[config.mk]
export PLATFORM = sky130hd
export DESIGN_NAME = radix_number_formatter_flat
export DESIGN_NICKNAME = d
export VERILOG_FILES = /design/src/rtl/rnf_pkg.sv /design/src/rtl/rnf_if.sv /design/src/rtl/rnf_front.sv /design/src/rtl/rnf_queue.sv /design/src/rtl/rnf_back.sv /design/src/rtl/radix_number_formatter.sv /design/src/flat_wrapper.sv
export SDC_FILE = /design/constraint.sdc
export NUM_CORES = 1
export LEC_CHECK = 0
export ABC_AREA = 0
export BUFFER_PORTS_ARGS = -buffer_cell sky130_fd_sc_hd__buf_2
export CAP_MARGIN = 15
export CORE_ASPECT_RATIO = 0.8
export CORE_MARGIN = 3
export CORE_UTILIZATION = 57
export DETAILED_ROUTE_END_ITERATION = 8
export PLACE_DENSITY_LB_ADDON = 0.1
export SKIP_CTS_REPAIR_TIMING = 1
export SYNTH_ARGS = -nofsm -noshare
export SYNTH_HDL_FRONTEND = slang
export SYNTH_SLANG_ARGS = --single-unit
[constraint.sdc]
create_clock -name i_clk -period 16.48 [get_ports i_clk]
set_clock_uncertainty 0.05 [all_clocks]
set_input_delay 1.648 -clock i_clk [delete_from_list [all_inputs] [get_ports i_clk]]
set_output_delay 1.648 -clock i_clk [all_outputs]
set_load 0.05 [all_outputs]
[src/rtl/rnf_pkg.sv]
// rnf_pkg: shared types, constants and the digit alphabet lookup for the
// radix number formatter; depends on nothing
`default_nettype none

package rnf_pkg;

    localparam int NUM_W       = 64;   // width of the number field
    localparam int BASE_W      = 8;    // width of the base field
    localparam int CHAR_W      = 7;    // ascii code width
    localparam int VAL_W       = 6;    // widest digit value (base 64)
    localparam int DIV_W       = 4;    // divisor width for decimal alphabet bases
    localparam int SHAMT_W     = 3;    // shift amount for power-of-two bases
    localparam int DIV_BITS    = 8;    // dividend bits retired per divider cycle
    localparam int MAX_DIGITS  = 64;
    localparam int QUEUE_DEPTH = 2;

    localparam logic [BASE_W-1:0] BASE_DEFAULT = 8'd10;
    localparam logic [BASE_W-1:0] BASE_MIN     = 8'd2;
    localparam logic [BASE_W-1:0] BASE_BIN     = 8'd2;
    localparam logic [BASE_W-1:0] BASE_QUAD    = 8'd4;
    localparam logic [BASE_W-1:0] BASE_OCT     = 8'd8;
    localparam logic [BASE_W-1:0] BASE_DEC_MAX = 8'd10;
    localparam logic [BASE_W-1:0] BASE_HEX     = 8'd16;
    localparam logic [BASE_W-1:0] BASE_B32     = 8'd32;
    localparam logic [BASE_W-1:0] BASE_B64     = 8'd64;

    localparam logic [SHAMT_W-1:0] SH_BIN  = 3'd1;
    localparam logic [SHAMT_W-1:0] SH_QUAD = 3'd2;
    localparam logic [SHAMT_W-1:0] SH_OCT  = 3'd3;
    localparam logic [SHAMT_W-1:0] SH_HEX  = 3'd4;
    localparam logic [SHAMT_W-1:0] SH_B32  = 3'd5;
    localparam logic [SHAMT_W-1:0] SH_B64  = 3'd6;

    localparam logic [CHAR_W-1:0] CHR_ZERO  = 7'h30;
    localparam logic [CHAR_W-1:0] CHR_TWO   = 7'h32;
    localparam logic [CHAR_W-1:0] CHR_UA    = 7'h41;
    localparam logic [CHAR_W-1:0] CHR_LA    = 7'h61;
    localparam logic [CHAR_W-1:0] CHR_PLUS  = 7'h2B;
    localparam logic [CHAR_W-1:0] CHR_SLASH = 7'h2F;
    localparam logic [CHAR_W-1:0] CHR_NONE  = 7'h00;

    typedef enum logic [1:0] {
        MODE_EMPTY,
        MODE_DIV,
        MODE_SHIFT
    } t_mode;

    typedef enum logic [1:0] {
        ALPHA_DEC,
        ALPHA_HEX,
        ALPHA_B32,
        ALPHA_B64
    } t_alpha;

    typedef enum logic [1:0] {
        ST_IDLE,
        ST_DIVIDE,
        ST_EMIT,
        ST_EMPTY
    } t_back_state;

    typedef struct packed {
        logic [NUM_W-1:0]   number;
        t_mode              mode;
        t_alpha             alpha;
        logic [DIV_W-1:0]   divisor;
        logic [SHAMT_W-1:0] shamt;
    } t_cmd;

    typedef struct packed {
        logic full;
        logic empty;
    } t_q_stat;

    // ascii code of one digit value in the given alphabet
    function automatic logic [CHAR_W-1:0] digit_to_char(t_alpha alpha,
                                                        logic [VAL_W-1:0] val);
        logic [CHAR_W-1:0] v;
        logic [CHAR_W-1:0] c;
        v = {1'b0, val};
        c = CHR_NONE;
        unique case (alpha)
            ALPHA_DEC, ALPHA_HEX: begin
                if (v < 7'd10) c = CHR_ZERO + v;
                else           c = CHR_UA + v - 7'd10;
            end
            ALPHA_B32: begin
                if (v < 7'd26) c = CHR_UA + v;
                else           c = CHR_TWO + v - 7'd26;
            end
            ALPHA_B64: begin
                if (v < 7'd26)      c = CHR_UA + v;
                else if (v < 7'd52) c = CHR_LA + v - 7'd26;
                else if (v < 7'd62) c = CHR_ZERO + v - 7'd52;
                else if (v == 7'd62) c = CHR_PLUS;
                else                c = CHR_SLASH;
            end
            default: c = CHR_NONE;
        endcase
        return c;
    endfunction

endpackage

`default_nettype wire

[src/rtl/rnf_if.sv]
// rnf_if: valid/ready channel interfaces for the number input word and the
// digit output word; depends on rnf_pkg for field widths
`default_nettype none

interface rnf_in_if;
    logic                          valid;
    logic                          ready;
    logic [rnf_pkg::NUM_W-1:0]     number;
    logic                          number_absent;
    logic [rnf_pkg::BASE_W-1:0]    base;
    logic                          base_absent;

    modport source (output valid, number, number_absent, base, base_absent,
                    input ready);
    modport sink   (input valid, number, number_absent, base, base_absent,
                    output ready);
endinterface

interface rnf_out_if;
    logic                          valid;
    logic                          ready;
    logic [rnf_pkg::CHAR_W-1:0]    digit_char;
    logic                          empty_res;
    logic                          last;

    modport source (output valid, digit_char, empty_res, last, input ready);
    modport sink   (input valid, digit_char, empty_res, last, output ready);
endinterface

`default_nettype wire

[src/rtl/rnf_front.sv]
// rnf_front: accepts input words and classifies the base into a command
// for the back end; depends on rnf_pkg and rnf_if
`default_nettype none

module rnf_front (
    rnf_in_if.sink         i_in,
    output logic           o_valid,
    input  logic           i_ready,
    output rnf_pkg::t_cmd  o_cmd
);

    logic [rnf_pkg::BASE_W-1:0] w_base;

    assign w_base     = i_in.base_absent ? rnf_pkg::BASE_DEFAULT : i_in.base;
    assign o_valid    = i_in.valid;
    assign i_in.ready = i_ready;

    always_comb begin
        o_cmd.number  = i_in.number;
        o_cmd.mode    = rnf_pkg::MODE_EMPTY;
        o_cmd.alpha   = rnf_pkg::ALPHA_DEC;
        o_cmd.divisor = w_base[rnf_pkg::DIV_W-1:0];
        o_cmd.shamt   = rnf_pkg::SH_BIN;
        priority if (i_in.number_absent) begin
            o_cmd.mode = rnf_pkg::MODE_EMPTY;
        end else if (w_base == rnf_pkg::BASE_BIN) begin
            o_cmd.mode  = rnf_pkg::MODE_SHIFT;
            o_cmd.shamt = rnf_pkg::SH_BIN;
        end else if (w_base == rnf_pkg::BASE_QUAD) begin
            o_cmd.mode  = rnf_pkg::MODE_SHIFT;
            o_cmd.shamt = rnf_pkg::SH_QUAD;
        end else if (w_base == rnf_pkg::BASE_OCT) begin
            o_cmd.mode  = rnf_pkg::MODE_SHIFT;
            o_cmd.shamt = rnf_pkg::SH_OCT;
        end else if (w_base >= rnf_pkg::BASE_MIN && w_base <= rnf_pkg::BASE_DEC_MAX) begin
            o_cmd.mode = rnf_pkg::MODE_DIV;
        end else if (w_base == rnf_pkg::BASE_HEX) begin
            o_cmd.mode  = rnf_pkg::MODE_SHIFT;
            o_cmd.alpha = rnf_pkg::ALPHA_HEX;
            o_cmd.shamt = rnf_pkg::SH_HEX;
        end else if (w_base == rnf_pkg::BASE_B32) begin
            o_cmd.mode  = rnf_pkg::MODE_SHIFT;
            o_cmd.alpha = rnf_pkg::ALPHA_B32;
            o_cmd.shamt = rnf_pkg::SH_B32;
        end else if (w_base == rnf_pkg::BASE_B64) begin
            o_cmd.mode  = rnf_pkg::MODE_SHIFT;
            o_cmd.alpha = rnf_pkg::ALPHA_B64;
            o_cmd.shamt = rnf_pkg::SH_B64;
        end else begin
            o_cmd.mode = rnf_pkg::MODE_EMPTY;
        end
    end

endmodule

`default_nettype wire

[src/rtl/rnf_queue.sv]
// rnf_queue: small command fifo between front and back end
// depends on rnf_pkg
`default_nettype none

module rnf_queue #(
    parameter int DEPTH = rnf_pkg::QUEUE_DEPTH
) (
    input  logic             i_clk,
    input  logic             i_rst_n,
    input  logic             i_valid,
    output logic             o_ready,
    input  rnf_pkg::t_cmd    i_cmd,
    output logic             o_valid,
    input  logic             i_ready,
    output rnf_pkg::t_cmd    o_cmd,
    output rnf_pkg::t_q_stat o_stat
);

    localparam int PTR_W = (DEPTH > 1) ? $clog2(DEPTH) : 1;
    localparam int CNT_W = $clog2(DEPTH + 1);

    rnf_pkg::t_cmd    r_mem [DEPTH];
    logic [PTR_W-1:0] r_wr_ptr, r_rd_ptr;
    logic [CNT_W-1:0] r_cnt;
    logic             w_push, w_pop;

    assign o_ready = (r_cnt != CNT_W'(DEPTH));
    assign o_valid = (r_cnt != '0);
    assign o_cmd   = r_mem[r_rd_ptr];
    assign w_push  = i_valid && o_ready;
    assign w_pop   = o_valid && i_ready;

    assign o_stat.full  = !o_ready;
    assign o_stat.empty = !o_valid;

    always_ff @(posedge i_clk) begin
        if (w_push) begin
            r_mem[r_wr_ptr] <= i_cmd;
        end
    end

    always_ff @(posedge i_clk) begin
        if (!i_rst_n) begin
            r_wr_ptr <= '0;
            r_rd_ptr <= '0;
            r_cnt    <= '0;
        end else begin
            if (w_push) begin
                r_wr_ptr <= (r_wr_ptr == PTR_W'(DEPTH - 1)) ? '0 : r_wr_ptr + 1'b1;
            end
            if (w_pop) begin
                r_rd_ptr <= (r_rd_ptr == PTR_W'(DEPTH - 1)) ? '0 : r_rd_ptr + 1'b1;
            end
            if (w_push && !w_pop)      r_cnt <= r_cnt + 1'b1;
            else if (w_pop && !w_push) r_cnt <= r_cnt - 1'b1;
        end
    end

endmodule

`default_nettype wire

[src/rtl/rnf_back.sv]
// rnf_back: digit generation (shift or 8-bit-per-cycle long division), digit
// store and most-significant-first emission; depends on rnf_pkg and rnf_if
`default_nettype none

module rnf_back #(
    parameter int MAX_DIGITS = rnf_pkg::MAX_DIGITS
) (
    input  logic           i_clk,
    input  logic           i_rst_n,
    input  logic           i_cmd_valid,
    output logic           o_cmd_ready,
    input  rnf_pkg::t_cmd  i_cmd,
    rnf_out_if.source      o_out
);

    localparam int ADDR_W    = $clog2(MAX_DIGITS);
    localparam int CNT_W     = $clog2(MAX_DIGITS) + 1;
    localparam int DIV_STEPS = rnf_pkg::NUM_W / rnf_pkg::DIV_BITS;
    localparam int STEP_W    = (DIV_STEPS > 1) ? $clog2(DIV_STEPS) : 1;
    localparam int NUM_W     = rnf_pkg::NUM_W;
    localparam int DIV_W     = rnf_pkg::DIV_W;
    localparam int VAL_W     = rnf_pkg::VAL_W;
    localparam int CHAR_W    = rnf_pkg::CHAR_W;

    logic [CHAR_W-1:0] r_store [MAX_DIGITS];

    rnf_pkg::t_back_state r_state, n_state;
    rnf_pkg::t_mode       r_mode, n_mode;
    rnf_pkg::t_alpha      r_alpha, n_alpha;
    logic [DIV_W-1:0]     r_divisor, n_divisor;
    logic [rnf_pkg::SHAMT_W-1:0] r_shamt, n_shamt;
    logic [NUM_W-1:0]     r_quot, n_quot;
    logic [DIV_W-1:0]     r_rem, n_rem;
    logic [STEP_W-1:0]    r_step, n_step;
    logic [CNT_W-1:0]     r_count, n_count;
    logic                 r_ov, n_ov;
    logic                 r_empty, n_empty;
    logic                 r_last, n_last;
    logic [CHAR_W-1:0]    r_char;

    logic                 w_we, w_re, w_free;
    logic [ADDR_W-1:0]    w_waddr, w_raddr;
    logic [CHAR_W-1:0]    w_wdata;
    logic [NUM_W-1:0]     w_div_work, w_sh_quot;
    logic [DIV_W-1:0]     w_div_rem;
    logic [VAL_W-1:0]     w_sh_val, w_val;
    logic [CHAR_W-1:0]    w_mask;

    // long division datapath: DIV_BITS restoring steps per cycle
    always_comb begin
        logic [DIV_W:0]   v_r;
        logic [DIV_W-1:0] v_rem;
        logic [NUM_W-1:0] v_work;
        logic             v_ge;
        v_rem  = r_rem;
        v_work = r_quot;
        for (int i = 0; i < rnf_pkg::DIV_BITS; i++) begin
            v_r    = {v_rem, v_work[NUM_W-1]};
            v_ge   = (v_r >= {1'b0, r_divisor});
            v_rem  = v_ge ? DIV_W'(v_r - {1'b0, r_divisor}) : v_r[DIV_W-1:0];
            v_work = {v_work[NUM_W-2:0], v_ge};
        end
        w_div_rem  = v_rem;
        w_div_work = v_work;
    end

    // power-of-two bases peel the low bits off directly
    assign w_mask    = (CHAR_W'(1) << r_shamt) - CHAR_W'(1);
    assign w_sh_val  = r_quot[VAL_W-1:0] & w_mask[VAL_W-1:0];
    assign w_sh_quot = r_quot >> r_shamt;

    assign w_free  = !r_ov || o_out.ready;
    assign w_raddr = ADDR_W'(r_count - 1'b1);
    assign w_waddr = r_count[ADDR_W-1:0];
    assign w_val   = (r_mode == rnf_pkg::MODE_SHIFT) ? w_sh_val
                                                     : VAL_W'(w_div_rem);
    assign w_wdata = rnf_pkg::digit_to_char(r_alpha, w_val);

    always_comb begin
        logic             v_done;
        logic [NUM_W-1:0] v_qnext;
        n_state     = r_state;
        n_mode      = r_mode;
        n_alpha     = r_alpha;
        n_divisor   = r_divisor;
        n_shamt     = r_shamt;
        n_quot      = r_quot;
        n_rem       = r_rem;
        n_step      = r_step;
        n_count     = r_count;
        n_ov        = r_ov && !o_out.ready;
        n_empty     = r_empty;
        n_last      = r_last;
        o_cmd_ready = 1'b0;
        w_we        = 1'b0;
        w_re        = 1'b0;
        v_done      = 1'b0;
        v_qnext     = r_quot;
        unique case (r_state)
            rnf_pkg::ST_IDLE: begin
                o_cmd_ready = 1'b1;
                if (i_cmd_valid) begin
                    n_mode    = i_cmd.mode;
                    n_alpha   = i_cmd.alpha;
                    n_divisor = i_cmd.divisor;
                    n_shamt   = i_cmd.shamt;
                    n_quot    = i_cmd.number;
                    n_rem     = '0;
                    n_step    = '0;
                    n_count   = '0;
                    n_state   = (i_cmd.mode == rnf_pkg::MODE_EMPTY) ? rnf_pkg::ST_EMPTY
                                                                    : rnf_pkg::ST_DIVIDE;
                end
            end
            rnf_pkg::ST_DIVIDE: begin
                if (r_mode == rnf_pkg::MODE_SHIFT) begin
                    v_done  = 1'b1;
                    v_qnext = w_sh_quot;
                end else begin
                    v_done  = (r_step == STEP_W'(DIV_STEPS - 1));
                    v_qnext = w_div_work;
                    n_step  = r_step + 1'b1;
                end
                if (v_done) begin
                    w_we    = 1'b1;
                    n_count = r_count + 1'b1;
                    n_quot  = v_qnext;
                    n_rem   = '0;
                    if (v_qnext == '0) n_state = rnf_pkg::ST_EMIT;
                end else begin
                    n_quot = w_div_work;
                    n_rem  = w_div_rem;
                end
            end
            rnf_pkg::ST_EMIT: begin
                if (w_free) begin
                    w_re    = 1'b1;
                    n_ov    = 1'b1;
                    n_empty = 1'b0;
                    n_last  = (r_count == CNT_W'(1));
                    n_count = r_count - 1'b1;
                    if (r_count == CNT_W'(1)) n_state = rnf_pkg::ST_IDLE;
                end
            end
            rnf_pkg::ST_EMPTY: begin
                if (w_free) begin
                    n_ov    = 1'b1;
                    n_empty = 1'b1;
                    n_last  = 1'b1;
                    n_count = '0;
                    n_state = rnf_pkg::ST_IDLE;
                end
            end
            default: n_state = rnf_pkg::ST_IDLE;
        endcase
    end

    // digit store, one write and one registered read port
    always_ff @(posedge i_clk) begin
        if (w_we) r_store[w_waddr] <= w_wdata;
        if (w_re) r_char <= r_store[w_raddr];
    end

    always_ff @(posedge i_clk) begin
        if (!i_rst_n) begin
            r_state <= rnf_pkg::ST_IDLE;
            r_ov    <= 1'b0;
            r_count <= '0;
            r_quot  <= '0;
        end else begin
            r_state <= n_state;
            r_ov    <= n_ov;
            r_count <= n_count;
            r_quot  <= n_quot;
        end
    end

    always_ff @(posedge i_clk) begin
        r_mode    <= n_mode;
        r_alpha   <= n_alpha;
        r_divisor <= n_divisor;
        r_shamt   <= n_shamt;
        r_rem     <= n_rem;
        r_step    <= n_step;
        r_empty   <= n_empty;
        r_last    <= n_last;
    end

    assign o_out.valid      = r_ov;
    assign o_out.digit_char = r_empty ? rnf_pkg::CHR_NONE : r_char;
    assign o_out.empty_res  = r_empty;
    assign o_out.last       = r_last;

endmodule

`default_nettype wire

[src/rtl/radix_number_formatter.sv]
// radix_number_formatter: top level tying front classifier, command queue
// and digit back end together; depends on rnf_pkg, rnf_if and all rnf_ modules
`default_nettype none

// Each input word carries a 64-bit unsigned number and a base; the block
// answers with the ascii digits of that number, most significant first, one
// output word per digit, last set on the final one. bases 2..10 use 0-9,
// 16 uses 0-9A-F, 32 uses A-Z2-7 and 64 uses A-Za-z0-9+/; a missing base
// means 10, and a missing number or any other base yields one word with
// empty_res and last set and a zero character. zero prints as one digit.
// timing: the front classifies in the accept cycle and parks the word in a
// two-entry command queue, so input is taken while the back end works.
// the back end handles one number at a time: it picks up the command, then
// for bases 2, 4, 8, 16, 32 and 64 peels each digit off by shifting, and
// for bases 3, 5, 6, 7, 9 and 10 takes each digit from the long divider
// that retires 8 dividend bits a cycle; after that the digits drain from
// the 64-entry digit store at one per cycle when the sink is ready.

module radix_number_formatter #(
    parameter int MAX_DIGITS  = rnf_pkg::MAX_DIGITS,
    parameter int QUEUE_DEPTH = rnf_pkg::QUEUE_DEPTH
) (
    input  logic       i_clk,
    input  logic       i_rst_n,
    rnf_in_if.sink     i_in,
    rnf_out_if.source  o_out
);

    // front to queue
    logic             w_f_valid, w_f_ready;
    rnf_pkg::t_cmd    w_f_cmd;
    // queue to back end
    logic             w_q_valid, w_q_ready;
    rnf_pkg::t_cmd    w_q_cmd;
    rnf_pkg::t_q_stat w_q_stat;

    rnf_front u_front (
        .i_in    (i_in),
        .o_valid (w_f_valid),
        .i_ready (w_f_ready),
        .o_cmd   (w_f_cmd)
    );

    // decouples classification from digit generation
    rnf_queue #(
        .DEPTH (QUEUE_DEPTH)
    ) u_queue (
        .i_clk   (i_clk),
        .i_rst_n (i_rst_n),
        .i_valid (w_f_valid),
        .o_ready (w_f_ready),
        .i_cmd   (w_f_cmd),
        .o_valid (w_q_valid),
        .i_ready (w_q_ready),
        .o_cmd   (w_q_cmd),
        .o_stat  (w_q_stat)
    );

    // digit generation, store and output register
    rnf_back #(
        .MAX_DIGITS (MAX_DIGITS)
    ) u_back (
        .i_clk       (i_clk),
        .i_rst_n     (i_rst_n),
        .i_cmd_valid (w_q_valid),
        .o_cmd_ready (w_q_ready),
        .i_cmd       (w_q_cmd),
        .o_out       (o_out)
    );

`ifndef NO_ASSERTIONS
    // an empty result is always a single final word with no character
    a_empty_is_last: assert property (@(posedge i_clk) disable iff (!i_rst_n)
        o_out.valid && o_out.empty_res |-> o_out.last && o_out.digit_char == rnf_pkg::CHR_NONE)
        else $error("empty result not final or carries a character");

    // a digit word always carries a printable code
    a_digit_printable: assert property (@(posedge i_clk) disable iff (!i_rst_n)
        o_out.valid && !o_out.empty_res |-> o_out.digit_char >= rnf_pkg::CHR_PLUS)
        else $error("digit word carries a non-printable code");

    // a full queue must hold off the input side
    a_full_stalls: assert property (@(posedge i_clk) disable iff (!i_rst_n)
        w_q_stat.full |-> !i_in.ready)
        else $error("input accepted while command queue full");

    // an empty queue never presents a word to the back end
    a_no_pop_empty: assert property (@(posedge i_clk) disable iff (!i_rst_n)
        w_q_stat.empty |-> !w_q_valid)
        else $error("queue presents a word while empty");
`endif

endmodule

`default_nettype wire

[src/flat_wrapper.sv]
// flat-port wrapper written by rule: the top's interface ports become plain ports
module radix_number_formatter_flat 
#(
    parameter int MAX_DIGITS  = rnf_pkg::MAX_DIGITS,
    parameter int QUEUE_DEPTH = rnf_pkg::QUEUE_DEPTH
)
  (i_clk, i_rst_n, i_in_valid, i_in_number, i_in_number_absent, i_in_base, i_in_base_absent, i_in_ready, o_out_valid, o_out_digit_char, o_out_empty_res, o_out_last, o_out_ready);
  rnf_in_if i_in_i ();
  rnf_out_if o_out_i ();
  input  logic i_clk;
  input  logic i_rst_n;
  input wire logic [$bits(i_in_i.valid)-1:0] i_in_valid;
  input wire logic [$bits(i_in_i.number)-1:0] i_in_number;
  input wire logic [$bits(i_in_i.number_absent)-1:0] i_in_number_absent;
  input wire logic [$bits(i_in_i.base)-1:0] i_in_base;
  input wire logic [$bits(i_in_i.base_absent)-1:0] i_in_base_absent;
  output wire logic [$bits(i_in_i.ready)-1:0] i_in_ready;
  output wire logic [$bits(o_out_i.valid)-1:0] o_out_valid;
  output wire logic [$bits(o_out_i.digit_char)-1:0] o_out_digit_char;
  output wire logic [$bits(o_out_i.empty_res)-1:0] o_out_empty_res;
  output wire logic [$bits(o_out_i.last)-1:0] o_out_last;
  input wire logic [$bits(o_out_i.ready)-1:0] o_out_ready;
  assign i_in_i.valid = i_in_valid;
  assign i_in_i.number = i_in_number;
  assign i_in_i.number_absent = i_in_number_absent;
  assign i_in_i.base = i_in_base;
  assign i_in_i.base_absent = i_in_base_absent;
  assign i_in_ready = i_in_i.ready;
  assign o_out_valid = o_out_i.valid;
  assign o_out_digit_char = o_out_i.digit_char;
  assign o_out_empty_res = o_out_i.empty_res;
  assign o_out_last = o_out_i.last;
  assign o_out_i.ready = o_out_ready;
  radix_number_formatter #(.MAX_DIGITS(MAX_DIGITS), .QUEUE_DEPTH(QUEUE_DEPTH)) u_core (.i_clk(i_clk), .i_rst_n(i_rst_n), .i_in(i_in_i), .o_out(o_out_i));
endmodule
==> Word-level counts from Yosys, hierarchy flattened <==
Memories as Yosys holds them, arrays and structs flattened. A register that Yosys moved wholly into a read port is not among the register bits.
Cells that the tools add are included.
{ "totals": {"output_inout_bits": 11, "memories": 2, "mem_bits_rw": 598, "register_bits": 98, "elab_cells": 197} }
{ "op_classes": {"n_eq_ne": 24, "addsub": 24, "n_reduce_logical": 27, "mux": 88, "bitwise": 1, "magnitude_cmp": 14, "n_shift": 2} }
{ "mem_list": {"columns": ["memory", "depth", "width", "read_ports", "rd_clocked_by_memory_dff", "write_ports", "line_no", "rtl"], "rows": [
  ["u_core.u_back.r_store", 64, 7, 1, 1, 1, "rnf_back.sv:25", "logic [CHAR_W-1:0] r_store [MAX_DIGITS];"],
  ["u_core.u_queue.r_mem", 2, 75, 1, 1, 1, "rnf_queue.sv:22", "rnf_pkg::t_cmd r_mem [DEPTH];"]
]} }
{ "op_table": {"columns": ["cell", "n"], "rows": [
  ["$mux W64", 4],
  ["$pmux W64 S2", 1],
  ["$mux W7", 10],
  ["$logic_not A64 Y1", 1],
  ["$shr A64 B3 Y64", 1],
  ["$mux W4", 12],
  ["$mux W2", 21],
  ["$ge A5 B4 Y1", 8],
  ["$mux W3", 11],
  ["$sub A4 B4 Y4", 8],
  ["$pmux W7 S4", 1],
  ["$pmux W7 S3", 1],
  ["$mux W1", 20],
  ["$add A6 B6 Y7 const A", 2],
  ["$add A7 B6 Y7 const A", 2],
  ["$ne A2 B2 Y1 const B", 7],
  ["$sub A7 B5 Y7 const B", 2],
  ["$lt A6 B6 Y1 const B", 2],
  ["$eq A2 B2 Y1 const B", 5],
  ["$eq A8 B2 Y1 const B", 1],
  ["$eq A8 B3 Y1 const B", 1],
  ["$eq A8 B4 Y1 const B", 1],
  ["$eq A8 B5 Y1 const B", 1],
  ["$eq A8 B6 Y1 const B", 1],
  ["other kinds (37)", 56]
]} }

==> Longest topological paths before layout <==
{ "logic_depth": {"word_depth": 23, "ltp_mapped": 70} }

==> Hierarchy <==
Synthesis repeated with hierarchy kept, for this count alone.
{ "unflattened": {"cells_unflattened": 2360, "hier_area_um2": 34291.6} }
{ "modules_own_cells": {"columns": ["module", "seq_area_each_um2", "cells_per_inst", "area_per_inst_um2", "n_inst"], "rows": [
  ["rnf_back", 15745.1, 1995, 27861.7, 1],
  ["rnf_queue", 4604.4, 259, 5665.4, 1],
  ["rnf_front", 0.0, 106, 764.5, 1]
]} }

==> Worst setup path after synthesis <==
No wires, ideal clock.
{ "synth_path": {"path_kind": "reg-to-reg", "startpoint": "register u_core.u_back.r_divisor[1]", "endpoint": "memory u_core.u_back.r_store[0][4], data pin", "arrival_ps": 15857, "setup_ps": 721, "slack_ps": -149, "path_stages_with_launch": 63, "synth_period_minus_slack_ps": 16629, "cell_sequence": "edfxtp_1 inv_1 ha_1 nor4_1 a21bo_2 nand2_1 o21ai_0 ha_1 a2111oi_0 o32a_2 and3_1 mux2_2 ha_1 nand2_1 o21ai_0 or3_1 buf_6 mux2i_1 (+27 left out) o211a_4 mux2i_1 ha_1 o21ai_0 nand2b_1 a21o_1 a21oi_1 o221ai_4 mux2i_1 a21o_1 clkinv_1 ha_1 and2_1 a311oi_1 o21ai_2 o21ai_0 a31oi_1 a211oi_1"} }
{ "synth_via": {"elab_chain_len": 23} }
{ "synth_lines": {"columns": ["element", "line_no", "rtl"], "rows": [
  ["start: declaration", "rnf_back.sv:30", "logic [DIV_W-1:0] r_divisor, n_divisor;"],
  ["start signal: assignment", "rnf_back.sv:181", "r_divisor <= n_divisor;"],
  ["$sub A4 B4 Y4 / $ge A5 B4 Y1 (equally long branches)", "rnf_back.sv:60, rnf_back.sv:59", null],
  ["$mux W4", "rnf_back.sv:60", "v_rem = v_ge ? DIV_W'(v_r - {1'b0, r_divisor}) : v_r[DIV_W-1:0];"],
  ["$sub A4 B4 Y4 / $ge A5 B4 Y1 (equally long branches)", "rnf_back.sv:60, rnf_back.sv:59", null],
  ["$mux W4", "rnf_back.sv:60", null],
  ["$sub A4 B4 Y4 / $ge A5 B4 Y1 (equally long branches)", "rnf_back.sv:60, rnf_back.sv:59", null],
  ["$mux W4", "rnf_back.sv:60", null],
  ["$ge A5 B4 Y1 / $sub A4 B4 Y4 (equally long branches)", "rnf_back.sv:59, rnf_back.sv:60", null],
  ["$mux W4", "rnf_back.sv:60", null],
  ["(+8 left out)", null, null],
  ["$mux W6 *", "rnf_back.sv:75", "assign w_val = (r_mode == rnf_pkg::MODE_SHIFT) ? w_sh_val"],
  ["$add A6 B6 Y7", "rnf_pkg.sv:84, rnf_pkg.sv:94", null],
  ["$sub A7 B6 Y7", "rnf_pkg.sv:94", "else if (v < 7'd62) c = CHR_ZERO + v - 7'd52;"],
  ["$mux W7", "rnf_pkg.sv:94", null],
  ["$mux W7", "rnf_pkg.sv:93", "else if (v < 7'd52) c = CHR_LA + v - 7'd26;"],
  ["$mux W7", "rnf_pkg.sv:92", "if (v < 7'd26) c = CHR_UA + v;"],
  ["$pmux W7 S3 *", "rnf_pkg.sv:82", "unique case (alpha)"],
  ["named net u_core.u_back.w_wdata[4]", "rnf_back.sv:43", "logic [CHAR_W-1:0] w_wdata;"],
  ["end: declaration", "rnf_back.sv:25", null]
]} }
Mark *: on every way through the listed nets, which the timed path passes. The rest lies on a longest branch.

==> Final worst setup path <==
{ "layout_path": {"startpoint": "register u_core.u_back.r_divisor[0]", "endpoint": "memory u_core.u_back.r_store[5][1], data pin"} }
{ "layout_via": {"elab_chain_len": 23} }
{ "layout_lines": {"columns": ["element", "line_no"], "rows": [
  ["$sub A4 B4 Y4 / $ge A5 B4 Y1 (equally long branches)", "rnf_back.sv:60, rnf_back.sv:59"],
  ["$mux W4", "rnf_back.sv:60"],
  ["$sub A4 B4 Y4 / $ge A5 B4 Y1 (equally long branches)", "rnf_back.sv:60, rnf_back.sv:59"],
  ["$mux W4", "rnf_back.sv:60"],
  ["$sub A4 B4 Y4 / $ge A5 B4 Y1 (equally long branches)", "rnf_back.sv:60, rnf_back.sv:59"],
  ["$mux W4", "rnf_back.sv:60"],
  ["$sub A4 B4 Y4 / $ge A5 B4 Y1 (equally long branches)", "rnf_back.sv:60, rnf_back.sv:59"],
  ["$mux W4", "rnf_back.sv:60"],
  ["(+8 left out)", null],
  ["$mux W6 *", "rnf_back.sv:75"],
  ["$add A6 B6 Y7", "rnf_pkg.sv:84, rnf_pkg.sv:94"],
  ["$sub A7 B6 Y7", "rnf_pkg.sv:94"],
  ["$mux W7", "rnf_pkg.sv:94"],
  ["$mux W7", "rnf_pkg.sv:93"],
  ["$mux W7", "rnf_pkg.sv:92"],
  ["$pmux W7 S3 *", "rnf_pkg.sv:82"],
  ["named net u_core.u_back.w_wdata[1]", "rnf_back.sv:43"]
]} }
Marked as above.

==> summary.txt <==
Clocking
  – Htree depth: 3
  – CTS root buffer: clkbuf_16
  – CTS tree: yes
  – Skew-Pair Late Insertion Delay: 0.63 ns
  – Reg clk slew, reported paths: 0.06 ns
  – Clk sinks: 704
  – CTS Buffer Depth: 3
  – Total CTS buffers: 70

Yosys
  – Top_reg_cell synth: edfxtp_1
  – EDFF count, synth: 625
  – #FFs+latches synth: 704
  – Yosys warning count: 0
  – Synth async-reset ratio: 0
  – Syn avg cell area: 14.4 um2
  – Yosys cell types: 84
  – Seq/Total Area, Yosys: 0.610
  – Cell count after synthesis: 2321
  – Synthesized net count: 2465
  – Mapped Area: 33400 um2

Setup path
  – Crit start category: flip-flop
  – Max incr delay on CP: 0.68 ns
  – Worst reg-to-reg path cell count: 63
  – CP Buf/Inv Count: 7
  – Worst path depth: 63
  – CP Class: reg -> reg
  – CP dominant cell by count: ha_1
  – Crit path max-delay family: compound AO/OA/AOI/OAI gates
  – Crit end category: flip-flop
  – Crit-path slowest cell: or4_1
  – CP required: 16.87 ns
  – Worst Path Arrival: 15.67 ns
  – Top fanout value on the critical path: 64

STA
  – Final Max Tran Viols: 0
  – Final Cycle Share: 0.927
  – Slew @ Worst Pin: 1.10 ns
  – # setup viols final: 0
  – F_max: 0.0654 GHz
  – TNS Setup: 0 ns
  – RSZ-0062 raised after global routing: false
  – Minimum clock period: 15.28 ns
  – Final hold violations: 0
  – Worst slew margin: 0.267

Flow run
  – Max-Cap Viols: 0

GRT
  – Number of global-route vias before repair: 19800
  – Pin count of the biggest net entering global routing: 112
  – First-pass GRT wire length: 124000 um
  – GRT Total Usage: 0.263
  – Initial antenna violation count: 1
  – Total gr overflow: 0

Routing
  – Via Count: 20500
  – Post-route ant nets: 0
  – Initial drt markers: 2582
  – Vias per cell: 6.44
  – WL final: 80900 um
  – First-pass DRT Iterations: 5
  – WL/cell: 25.4 um
  – Remaining DRCs: 0

Finish
  – Area Growth Syn to Fin: 10.9%
  – Number of nets in the layout: 2512
  – FILL cells: 4114
  – Proportion of layout cells with a drive suffix above 1: 0.186
  – Finished Core Util: 0.646

Placement
  – Gp weighted congestion: 0.882
  – DPL Wire Length: 53200 um
  – PortBufs: 88

Run status
  – Status: complete, no violations

Floorplan
  – Die Y: 222 um
  – Starting Density: 0.582
  – Die Wd: 276 um
  – Io pins: 89
  – Cell Rows: 78
  – Core Area: 57300 um2
  – Die area: 61500 um2

Worst hold path
  – WHS Path Cells: 2
  – Hold Crit Class: reg -> reg
## layout by cell type, fill, tap and decap left out, types with 9 or more instances in the layout
cell	instances
nor2_1	162
clkinv_1	9
mux4_2	147
and2_1	12
dfxtp_1	77
a21oi_1	158
a21boi_0	10
inv_1	49
nor3_1	27
nand2b_1	14
a21o_1	10
mux2_2	22
edfxtp_1	625
or3_1	15
clkbuf_16	70
xor2_1	9
xnor2_1	23
nand3_1	25
clkbuf_1	16
nand4_1	18
buf_4	31
a211oi_1	132
o21ai_0	31
buf_2	89
o211ai_1	16
clkinv_2	9
nor2b_1	144
ha_1	56
mux2i_1	178
nand2_1	55
## worst min-delay path, delay by kind of cell (launching register included)
family	cells	cell delay [ns]
DFF	1	0.34
AOI/OAI and AO/OA	1	0.08
and+or+nand+nor	1	0.06
## layout make-up
cell class	instances	area (um2)	area share
clock inverters	36	474	0.0128
well taps	760	951	0.0257
repair buffers	126	783	0.0212
multi-input cells	1415	12400	0.335
diodes	1	2.50	0.0000676
inverters	51	196	0.00531
flip-flops and latches	704	20400	0.550
clock buffers	88	1840	0.0497
## per-stage QoR
| step | std cells | area [um2] | hold WS [ns] | setup slack [ns] |
|---|---|---|---|---|
| after CTS | 3178 | 36900 | 0.469 | 0.123 |
| after global routing | 3180 | 37000 | 0.516 | 0.00261 |
| final | 3181 | 37000 | 0.477 | 1.20 |
| after global placement | 3054 | 34600 | 0.437 | 0.756 |
| after detailed placement | 3054 | 34600 | 0.460 | 0.189 |
| after floorplan | 2321 | 33400 | 0.420 | 0.510 |
## sequential cells by signal, indices dropped and copies added (netlist names), named ones only
register / count
u_core.u_back.r_state: 2
u_core.u_back.o_out.last: 1
u_core.u_back.r_quot: 64
u_core.u_back.r_rem: 4
u_core.u_queue.r_mem: 150
u_core.u_back.r_store: 448
u_core.u_queue.r_wr_ptr: 1
u_core.u_back.r_shamt: 3
u_core.u_back.r_char: 7
u_core.u_queue.r_rd_ptr: 1
u_core.u_back.o_out.valid: 1
u_core.u_back.r_mode: 2
u_core.u_back.r_count: 7
u_core.u_queue.r_cnt: 2
u_core.u_back.o_out.empty_res: 1
u_core.u_back.r_step: 3
u_core.u_back.r_alpha: 2
u_core.u_back.r_divisor: 4
## path summary, 6_finish.rpt
path                                                  from                     endpoint  slack [ns]
worst max-delay path            u_core.u_back.r_divisor[0]  u_core.u_back.r_store[5][1]        1.20
worst min-delay path              u_core.u_back.r_count[6]     u_core.u_back.r_count[6]        0.48
worst max register to register  u_core.u_back.r_divisor[0]  u_core.u_back.r_store[5][1]        1.20
worst min register to register    u_core.u_back.r_count[6]     u_core.u_back.r_count[6]        0.48
## cells in the mapped netlist (32+ instances only)
cell / n / area share
clkbuf_1: 111 / 0.012
mux2i_1: 181 / 0.054
dfxtp_1: 79 / 0.047
nor2b_1: 145 / 0.027
mux4_2: 147 / 0.099
nor2_1: 163 / 0.018
ha_1: 58 / 0.022
buf_1: 32 / 0.0036
a21oi_1: 164 / 0.025
inv_1: 49 / 0.0055
nand2_1: 55 / 0.0062
edfxtp_1: 625 / 0.56
o21ai_0: 34 / 0.0051
a211oi_1: 133 / 0.030
## cells by family after synthesis
kind of cell / Yosys count / synth area share
flops: 704 / 0.610
simple gates: 519 / 0.0804
mux: 351 / 0.161
fa+ha+maj: 66 / 0.0266
buf+inv: 202 / 0.0239
compound gates: 445 / 0.0887
xor+xnor: 34 / 0.00893
## routing by layer
metal,wire length (um),global-route usage,vias to the layer above,part of all wire
li1,-,-,9162,-
met1,37900,0.429,10300,0.47
met2,34400,0.369,898,0.42
met3,7200,0.0479,121,0.089
met4,1430,0.0557,0,0.018
met5,0,0,-,0
Power is not shown: default switching activity piles up to over one toggle a cycle in this logic, so the estimate is an artifact.
